$ cat src/rtl/ffrs_pkg.sv
// Package with the shared types and codes of the free frame run search block.
package ffrs_pkg;

    // Function codes of an input item
    localparam logic [1:0] FUNC_WRITE   = 2'd0;
    localparam logic [1:0] FUNC_CONTIG  = 2'd1;
    localparam logic [1:0] FUNC_SCATTER = 2'd2;

    // Fit strategy codes
    localparam logic [1:0] FIT_FIRST = 2'd0;
    localparam logic [1:0] FIT_BEST  = 2'd1;
    localparam logic [1:0] FIT_WORST = 2'd2;

    // Register indexes on the configuration port
    localparam logic REG_FIT_STRATEGY = 1'b0;

    typedef struct packed {
        logic [1:0]  func;
        logic [9:0]  frame_index;
        logic        frame_free;
        logic [10:0] need;
        logic [6:0]  list_cap;
    } ffrs_cmd_t;

    typedef struct packed {
        logic        found;
        logic [9:0]  result_index;
        logic        last;
    } ffrs_res_t;

    typedef enum logic [2:0] {
        ST_CLEAR,
        ST_IDLE,
        ST_SCAN,
        ST_DRAIN,
        ST_DONE
    } ffrs_state_t;

    // Control from the sequencer to the run tracker
    typedef struct packed {
        logic load;
        logic scatter;
        logic bit_vld;
        logic bit_end;
        logic finish;
    } ffrs_scan_ctl_t;

endpackage

$ cat src/rtl/ffrs_bit_ram.sv
// Single-bit-wide frame map memory with one write port and one registered read port.
module ffrs_bit_ram
    import ffrs_pkg::*;
#(
    parameter int DEPTH = 1024,
    parameter int AW    = 10
)
(
    input  logic          clk,
    input  logic          we,
    input  logic [AW-1:0] waddr,
    input  logic          wdata,
    input  logic          re,
    input  logic [AW-1:0] raddr,
    output logic          rdata
);

    logic mem [DEPTH];

    always_ff @(posedge clk)
    begin
        if (we)
        begin
            mem[waddr] <= wdata;
        end
    end

    always_ff @(posedge clk)
    begin
        if (re)
        begin
            rdata <= mem[raddr];
        end
    end

endmodule

$ cat src/rtl/ffrs_scan.sv
// Run tracker and free list collector fed one map bit per cycle.
module ffrs_scan
    import ffrs_pkg::*;
#(
    parameter int IW       = 10,
    parameter int MAX_LIST = 64
)
(
    input  logic           clk,
    input  logic           rst_n,
    input  ffrs_scan_ctl_t ctl,
    input  logic [10:0]    need,
    input  logic [6:0]     list_cap,
    input  logic [1:0]     fit_strategy,
    input  logic [IW-1:0]  bit_idx,
    input  logic           bit_data,
    output logic           res_vld,
    output ffrs_res_t      res
);

    localparam int CW = (IW + 1 > 11) ? IW + 1 : 11;
    localparam int XW = (IW > 10) ? IW : 10;
    localparam logic [10:0] MAX_LIST_W = 11'(MAX_LIST);

    logic          scatter_reg,    scatter_next;
    logic [10:0]   need_reg,       need_next;
    logic [6:0]    limit_reg,      limit_next;
    logic [IW-1:0] run_start_reg,  run_start_next;
    logic [IW:0]   run_len_reg,    run_len_next;
    logic          have_reg,       have_next;
    logic [IW-1:0] pick_start_reg, pick_start_next;
    logic [IW:0]   best_len_reg,   best_len_next;
    logic [6:0]    cnt_reg,        cnt_next;
    logic          pend_vld_reg,   pend_vld_next;
    logic [IW-1:0] pend_idx_reg,   pend_idx_next;
    logic          res_vld_reg,    res_vld_next;
    ffrs_res_t     res_reg,        res_next;

    logic [10:0]   lim_a;
    logic [IW:0]   len_inc;
    logic          close;
    logic [IW:0]   close_len;
    logic [IW-1:0] close_start;
    logic          fits;
    logic          take;
    logic [XW-1:0] pend_x;
    logic [XW-1:0] best_x;

    assign pend_x = XW'(pend_idx_reg);
    assign best_x = XW'(pick_start_reg);

    assign len_inc     = run_len_reg + 1'b1;
    assign close       = !bit_data || ctl.bit_end;
    assign close_len   = bit_data ? len_inc : run_len_reg;
    assign close_start = (bit_data && run_len_reg == '0) ? bit_idx : run_start_reg;
    assign fits        = (need_reg != 11'd0) && (CW'(close_len) >= CW'(need_reg));

    always_comb
    begin
        unique case (fit_strategy)
            FIT_FIRST: take = !have_reg;
            FIT_BEST:  take = !have_reg || (close_len < best_len_reg);
            FIT_WORST: take = !have_reg || (close_len > best_len_reg);
            default:   take = 1'b0;
        endcase
    end

    always_comb
    begin
        lim_a = ({4'd0, list_cap} < need) ? {4'd0, list_cap} : need;
        if (MAX_LIST_W < lim_a)
        begin
            lim_a = MAX_LIST_W;
        end

        scatter_next    = scatter_reg;
        need_next       = need_reg;
        limit_next      = limit_reg;
        run_start_next  = run_start_reg;
        run_len_next    = run_len_reg;
        have_next       = have_reg;
        pick_start_next = pick_start_reg;
        best_len_next   = best_len_reg;
        cnt_next        = cnt_reg;
        pend_vld_next   = pend_vld_reg;
        pend_idx_next   = pend_idx_reg;
        res_vld_next    = 1'b0;
        res_next        = res_reg;

        priority if (ctl.load)
        begin
            scatter_next  = ctl.scatter;
            need_next     = need;
            limit_next    = lim_a[6:0];
            run_len_next  = '0;
            have_next     = 1'b0;
            cnt_next      = '0;
            pend_vld_next = 1'b0;
        end
        else if (ctl.bit_vld && scatter_reg)
        begin
            // Hold one free index back so the final one can carry last
            if (bit_data && cnt_reg < limit_reg)
            begin
                if (pend_vld_reg)
                begin
                    res_vld_next = 1'b1;
                    res_next     = '{found: 1'b1, result_index: pend_x[9:0], last: 1'b0};
                end
                pend_vld_next = 1'b1;
                pend_idx_next = bit_idx;
                cnt_next      = cnt_reg + 7'd1;
            end
        end
        else if (ctl.bit_vld)
        begin
            if (bit_data)
            begin
                run_len_next   = len_inc;
                run_start_next = close_start;
            end
            if (close)
            begin
                run_len_next = '0;
                if (fits && take)
                begin
                    have_next       = 1'b1;
                    pick_start_next = close_start;
                    best_len_next   = close_len;
                end
            end
        end
        else if (ctl.finish)
        begin
            res_vld_next = 1'b1;
            if (scatter_reg)
            begin
                res_next = pend_vld_reg
                    ? ffrs_res_t'{found: 1'b1, result_index: pend_x[9:0], last: 1'b1}
                    : ffrs_res_t'{found: 1'b0, result_index: 10'd0, last: 1'b1};
            end
            else
            begin
                res_next = '{found: have_reg,
                             result_index: have_reg ? best_x[9:0] : 10'd0,
                             last: 1'b1};
            end
        end
        else
        begin
            // Hold everything while no query is under way
            res_vld_next = 1'b0;
        end
    end

    always_ff @(posedge clk or negedge rst_n)
    begin
        if (!rst_n)
        begin
            scatter_reg    <= 1'b0;
            need_reg       <= '0;
            limit_reg      <= '0;
            run_start_reg  <= '0;
            run_len_reg    <= '0;
            have_reg       <= 1'b0;
            pick_start_reg <= '0;
            best_len_reg   <= '0;
            cnt_reg        <= '0;
            pend_vld_reg   <= 1'b0;
            pend_idx_reg   <= '0;
            res_vld_reg    <= 1'b0;
            res_reg        <= '0;
        end
        else
        begin
            scatter_reg    <= scatter_next;
            need_reg       <= need_next;
            limit_reg      <= limit_next;
            run_start_reg  <= run_start_next;
            run_len_reg    <= run_len_next;
            have_reg       <= have_next;
            pick_start_reg <= pick_start_next;
            best_len_reg   <= best_len_next;
            cnt_reg        <= cnt_next;
            pend_vld_reg   <= pend_vld_next;
            pend_idx_reg   <= pend_idx_next;
            res_vld_reg    <= res_vld_next;
            res_reg        <= res_next;
        end
    end

    assign res_vld = res_vld_reg;
    assign res     = res_reg;

    a_cnt_within_limit: assert property (@(posedge clk) disable iff (!rst_n)
        cnt_reg <= limit_reg)
        else $error("free list count passed its limit");

    a_mid_result_is_scatter: assert property (@(posedge clk) disable iff (!rst_n)
        (res_vld_reg && !res_reg.last) |-> (scatter_reg && res_reg.found))
        else $error("non-final beat outside a scattered query");

endmodule

$ cat src/rtl/free_frame_run_search.sv
// Top level of the free frame run search: sequencer, register port and frame map.
//
//  channel   | handshake              | payload           | notes
//  ----------+------------------------+-------------------+-------------------------------
//  command   | start / busy           | cmd (ffrs_cmd_t)  | taken when start && !busy
//  result    | result_valid strobe    | result            | one cycle, no back-pressure
//  config    | psel/penable/pwrite    | paddr, pwdata     | pready tied high, prdata reads
//
//  A write beat leaves busy low. A query holds busy through the scan, drain
//  and done states: the map memory gives one frame bit per cycle on its
//  single read port, and every query walks the whole map. The last result beat
//  shows in the first cycle with busy low.
//  After reset a clearing pass writes every frame as used, one per cycle, with
//  busy high throughout; configuration writes are taken meanwhile.
//  Result beats cannot be stalled; every beat is shown exactly once.
module free_frame_run_search
    import ffrs_pkg::*;
#(
    parameter int NUM_FRAMES = 1024,
    parameter int MAX_LIST   = 64
)
(
    input  logic        clk,
    input  logic        rst_n,
    input  logic        start,
    output logic        busy,
    input  ffrs_cmd_t   cmd,
    output logic        result_valid,
    output ffrs_res_t   result,
    input  logic        psel,
    input  logic        penable,
    input  logic        pwrite,
    input  logic [2:0]  paddr,
    input  logic [31:0] pwdata,
    output logic [31:0] prdata,
    output logic        pready
);

    localparam int IW = (NUM_FRAMES > 1) ? $clog2(NUM_FRAMES) : 1;
    localparam logic [IW-1:0] LAST_ADDR = IW'(NUM_FRAMES - 1);

    ffrs_state_t    state_reg, state_next;
    logic [IW-1:0]  addr_reg,  addr_next;
    logic [1:0]     fit_strategy_reg;

    // Pipeline stage aligned with the registered memory read data
    logic           proc_vld_reg;
    logic           proc_end_reg;
    logic [IW-1:0]  proc_idx_reg;

    logic           accept;
    logic           in_range;
    logic           mem_we;
    logic [IW-1:0]  mem_waddr;
    logic           mem_wdata;
    logic           mem_re;
    logic           mem_rdata;
    ffrs_scan_ctl_t scan_ctl;

    assign busy     = (state_reg != ST_IDLE);
    assign accept   = start && !busy;
    assign in_range = (32'(cmd.frame_index) < 32'(NUM_FRAMES));

    // Register port: a single strategy register, decoded on the word address bit
    assign pready = 1'b1;

    always_ff @(posedge clk or negedge rst_n)
    begin
        if (!rst_n)
        begin
            fit_strategy_reg <= FIT_FIRST;
        end
        else if (psel && penable && pwrite && paddr[2] == REG_FIT_STRATEGY)
        begin
            fit_strategy_reg <= pwdata[1:0];
        end
    end

    always_comb
    begin
        prdata = '0;
        if (paddr[2] == REG_FIT_STRATEGY)
        begin
            prdata = {30'd0, fit_strategy_reg};
        end
    end

    // Sequencer: clear the map, take beats, walk the map for a query
    always_comb
    begin
        state_next = state_reg;
        addr_next  = addr_reg;
        mem_we     = 1'b0;
        mem_waddr  = addr_reg;
        mem_wdata  = 1'b0;
        mem_re     = 1'b0;

        unique case (state_reg)
            ST_CLEAR:
            begin
                mem_we    = 1'b1;
                addr_next = addr_reg + 1'b1;
                if (addr_reg == LAST_ADDR)
                begin
                    addr_next  = '0;
                    state_next = ST_IDLE;
                end
            end
            ST_IDLE:
            begin
                if (accept)
                begin
                    priority if (cmd.func == FUNC_WRITE)
                    begin
                        // Drop writes past the last frame
                        mem_we    = in_range;
                        mem_waddr = IW'(cmd.frame_index);
                        mem_wdata = cmd.frame_free;
                    end
                    else if (cmd.func == FUNC_CONTIG || cmd.func == FUNC_SCATTER)
                    begin
                        addr_next  = '0;
                        state_next = ST_SCAN;
                    end
                    else
                    begin
                        state_next = ST_IDLE;
                    end
                end
            end
            ST_SCAN:
            begin
                mem_re    = 1'b1;
                addr_next = addr_reg + 1'b1;
                if (addr_reg == LAST_ADDR)
                begin
                    addr_next  = '0;
                    state_next = ST_DRAIN;
                end
            end
            ST_DRAIN:
            begin
                state_next = ST_DONE;
            end
            ST_DONE:
            begin
                state_next = ST_IDLE;
            end
            default:
            begin
                state_next = ST_IDLE;
            end
        endcase
    end

    always_ff @(posedge clk or negedge rst_n)
    begin
        if (!rst_n)
        begin
            state_reg    <= ST_CLEAR;
            addr_reg     <= '0;
            proc_vld_reg <= 1'b0;
            proc_end_reg <= 1'b0;
        end
        else
        begin
            state_reg    <= state_next;
            addr_reg     <= addr_next;
            proc_vld_reg <= (state_reg == ST_SCAN);
            proc_end_reg <= (state_reg == ST_SCAN) && (addr_reg == LAST_ADDR);
        end
    end

    always_ff @(posedge clk)
    begin
        proc_idx_reg <= addr_reg;
    end

    // Writes happen only while clearing or idle and reads only while scanning, so the
    // two ports never touch the same entry in the same window.
    ffrs_bit_ram #(
        .DEPTH (NUM_FRAMES),
        .AW    (IW)
    ) u_map (
        .clk   (clk),
        .we    (mem_we),
        .waddr (mem_waddr),
        .wdata (mem_wdata),
        .re    (mem_re),
        .raddr (addr_reg),
        .rdata (mem_rdata)
    );

    always_comb
    begin
        scan_ctl.load    = accept && (cmd.func == FUNC_CONTIG || cmd.func == FUNC_SCATTER);
        scan_ctl.scatter = (cmd.func == FUNC_SCATTER);
        scan_ctl.bit_vld = proc_vld_reg;
        scan_ctl.bit_end = proc_end_reg;
        scan_ctl.finish  = (state_reg == ST_DONE);
    end

    ffrs_scan #(
        .IW       (IW),
        .MAX_LIST (MAX_LIST)
    ) u_scan (
        .clk          (clk),
        .rst_n        (rst_n),
        .ctl          (scan_ctl),
        .need         (cmd.need),
        .list_cap     (cmd.list_cap),
        .fit_strategy (fit_strategy_reg),
        .bit_idx      (proc_idx_reg),
        .bit_data     (mem_rdata),
        .res_vld      (result_valid),
        .res          (result)
    );

    a_no_write_in_scan: assert property (@(posedge clk) disable iff (!rst_n)
        mem_we |-> (state_reg == ST_IDLE || state_reg == ST_CLEAR))
        else $error("map written outside idle or clearing");

    a_done_gives_last: assert property (@(posedge clk) disable iff (!rst_n)
        (state_reg == ST_DONE) |=> (result_valid && result.last))
        else $error("query finished without a final beat");

    a_no_result_in_clear: assert property (@(posedge clk) disable iff (!rst_n)
        (state_reg == ST_CLEAR) |-> !result_valid)
        else $error("result beat during the clearing pass");

endmodule
$ cat config.mk
export PLATFORM = sky130hd
export DESIGN_NAME = free_frame_run_search
export DESIGN_NICKNAME = d
export VERILOG_FILES = /design/src/rtl/ffrs_pkg.sv /design/src/rtl/ffrs_bit_ram.sv /design/src/rtl/ffrs_scan.sv /design/src/rtl/free_frame_run_search.sv
export SDC_FILE = /design/constraint.sdc
export NUM_CORES = 2
export LEC_CHECK = 0
export ABC_AREA = 1
export BUFFER_PORTS_ARGS = -buffer_cell sky130_fd_sc_hd__clkbuf_2
export CAP_MARGIN = 20
export CORE_ASPECT_RATIO = 0.8
export CORE_UTILIZATION = 42
export CTS_BUF_LIST = sky130_fd_sc_hd__clkbuf_4
export CTS_CLUSTER_SIZE = 24
export DETAILED_ROUTE_END_ITERATION = 7
export PLACE_DENSITY = 0.58
export SLEW_MARGIN = 20
export SYNTH_ARGS = -nofsm -noshare
export SYNTH_HDL_FRONTEND = slang
export SYNTH_SLANG_ARGS = --single-unit
export TNS_END_PERCENT = 100
$ cat constraint.sdc
create_clock -name clk -period 28.9 [get_ports clk]
set_clock_uncertainty 0.05 [all_clocks]
set_input_delay 4.335 -clock clk [delete_from_list [all_inputs] [get_ports clk]]
set_output_delay 4.335 -clock clk [all_outputs]
set_load 0.005 [all_outputs]
==> results.ini <==
[finish]
seq_area_um2=33700
drive_gt1_share_pct=11.9
final_common_cell=nand2_1
largest_register_ffs=1024
layout_common_cells=nand2_1 (1,432), nor2_1 (1,091), edfxtp_1 (1,025), nand3_1 (910), clkbuf_4 (436)
syn_to_final_growth_pct=9.25
final_nets=5699
fin_area_um2=57600
n_fill_cell=12110
multi_input_area_um2=16600

[worst_hold_path]
min-delay-start=addr_reg[7]
min_path_cells=0
hold-path-endpoint=proc_idx_reg[7]
min_path_type=flop to flop

[drt]
dr_total_vias=40403
drt-total-wl_um=158000
drt-pass1-iter-count=5
wl_per_cell_um=21.3
viasPerCell=5.46
drt_iter0_markers=4664
ant_nets=0
drc=0

[power]
p_sw_uw=2000
combPwrFrac_pct=33.8
p_leak_uw=0.0210
power_density_nw_per_um2=86.5
ir_drop_mv=0.0678
p_total_uw=4980
p_seq_share_pct=38.7
internal_power_uw=2980
clockPowerShare_pct=27.5
switching_share_pct=40.2

[logic_synthesis]
synth_warnings=0
postSynthAreaPerCell_um2=9.43
netlist_instances=5586
synth_top_area_share_pct=58.4
yosys-top-cells-area=edfxtp_1 (58%), nand2_1 (10%), nand3_1 (8.8%)
yosys.cell_types.count=45
synth_area_um2=52700
synth_top_area_cell=edfxtp_1
synth_seq_cells=1145
ys_seq_area_share_pct=64.0

[floorplan]
rows=115
start_util_pct=42.6
dieArea_um2=127000
die_h_um=319
fp.coreArea_um2=124000
io_pins=119
die_w_um=398

[global_routing]
grt_overflow_total=0
antenna_found_initial=6
grt_max_degree=256
grt_pass1_wl_um=234000
top_usage_layer=met2
grt_use_total_pct=24.7
grt_use_met2_pct=36.6
grt_pass1_vias=37497
use_met3_pct=4.63
groute.layer.met1.usage_pct=36.0

[placement]
preCtsSetupSlack_ns=19.87
hpwl_um=75100
place_area_um2=54000
portBuffers=55
gp_congestion=0.807

[worst_setup_path]
r2r_cells=14
rrSetupSlack_ns=23.66
r2r_end=u_map.rdata
worstPathMaxFanout=3
timing.rr.start=addr_reg[1]
crit_path_start_kind=primary input
critical_path_required_ns=24.52
critical_path_class=primary input to primary output
worst_setup_path_end_kind=primary output
arrival_ns=4.65

[clocking]
max-clock-path-buffers=4
worstSkewPairLatency_ns=1.26
cts_hold_buf=0
htree_levels=5
clock_sinks=1145
cts_resized=0
post_cts_buffers=0
cts_tree=done
numCtsBuffers=305
clk_pin_slew_ns=0.07
clock-root-buffer=clkbuf_4

[sta]
finalSetupViolCount=0
rsz0062_at_grt=false
worstMarginPinSlew_ns=1.18
setup_tns_ns=0
slew-limit-headroom_pct=21.0
holdWs_ns=0.376
setup_ws_ns=19.86
finalMaxSlewViolations=0
max_freq_mhz=111
hold_violations=0
min_period_over_period_pct=31.3
min_period_ns=9.04

[run_status]
outcome=finished clean

[job]
maxCapViolCount=0

==> worst max path at each step <==
stage / startpoint / endpoint / slack (ns) / cells after the start
finish: paddr[2] / prdata[0] / 19.86 / 3
global route: paddr[2] / prdata[0] / 19.82 / 3
CTS: paddr[2] / prdata[1] / 19.86 / 3
detailed placement: paddr[2] / prdata[1] / 19.87 / 3
global placement: paddr[2] / prdata[1] / 19.87 / 3
floorplan: cmd[29] / u_map.mem[0] / 6.85 / 4
==> cells in the mapped netlist (all sizes together) <==
master   number
nor4          2
xor2          8
nor2       1108
or2           2
nand3b        2
nand4        12
a22o          1
a31oi         1
buf         152
edfxtp     1025
o31ai         9
clkinv        2
nand3       924
nor3         23
o2111ai       2
o21ai       107
ha           43
o21a          3
clkbuf      317
o22ai        12
a21o          1
and3          1
inv         172
nand2      1470
dfrtp       110
dfxtp        10
mux2          3
a21boi        1
o211ai        1
conb          2
a211oi        2
xnor2         1
a21oi        57
==> metrics by stage <==
stage / util (%) / instances
3_3_place_gp: 43.6 / 6909
2_1_floorplan: - / 5615
4_1_cts: 46.4 / 7391
3_5_place_dp: 43.6 / 6911
5_1_grt: 46.5 / 7397
6_report: 46.5 / 7398
==> kinds of logic (layout without fill, tap and decap cells) <==
logic type / after synthesis / count (layout) / share of synthesized area (%)
AND/OR/NAND/NOR: 3544 / 3544 / 27.7
adder cells (fa/ha/maj): 43 / 43 / 1.02
other: 2 / 34 / 0.0143
XOR/XNOR: 9 / 9 / 0.150
AO/OA/AOI/OAI: 197 / 197 / 2.08
flip-flops: 1145 / 1145 / 64.0
buffers and inverters: 643 / 785 / 4.95
multiplexers: 3 / 3 / 0.0641
==> per-layer routing <==
| layer | share of wire (%) | wire length [um] |
|---|---|---|
| met1 | 44 | 70100 |
| met2 | 44 | 69000 |
| met3 | 9.4 | 14800 |
| met4 | 2.5 | 3930 |
| met5 | 0 | 0 |
==> area by class of cell <==
class | count | area share [%]
well taps | 1638 | 3.56
repair buffers | 131 | 1.67
multi-input cells | 3827 | 28.9
clock buffers | 436 | 5.68
inverters | 174 | 1.17
diodes | 3 | 0.0130
flip-flops and latches | 1145 | 58.6
clock inverters | 44 | 0.387
==> power groups by stage <==
stage               registers (uW)  clock network (uW)  logic [uW]
CTS                           1930                1400        1660
floorplan                     1920                   0        1120
global placement              1960                   0        1650
detailed placement            1960                   0        1660
finish                        1930                1370        1680
global route                  1930                1480        1850
==> worst max-delay path, stage by stage <==
cell      delay [ns]
clkbuf_2        0.10
nor2_1          0.10
clkbuf_2        0.12
Note: power is estimated with default switching activity, not from simulation.
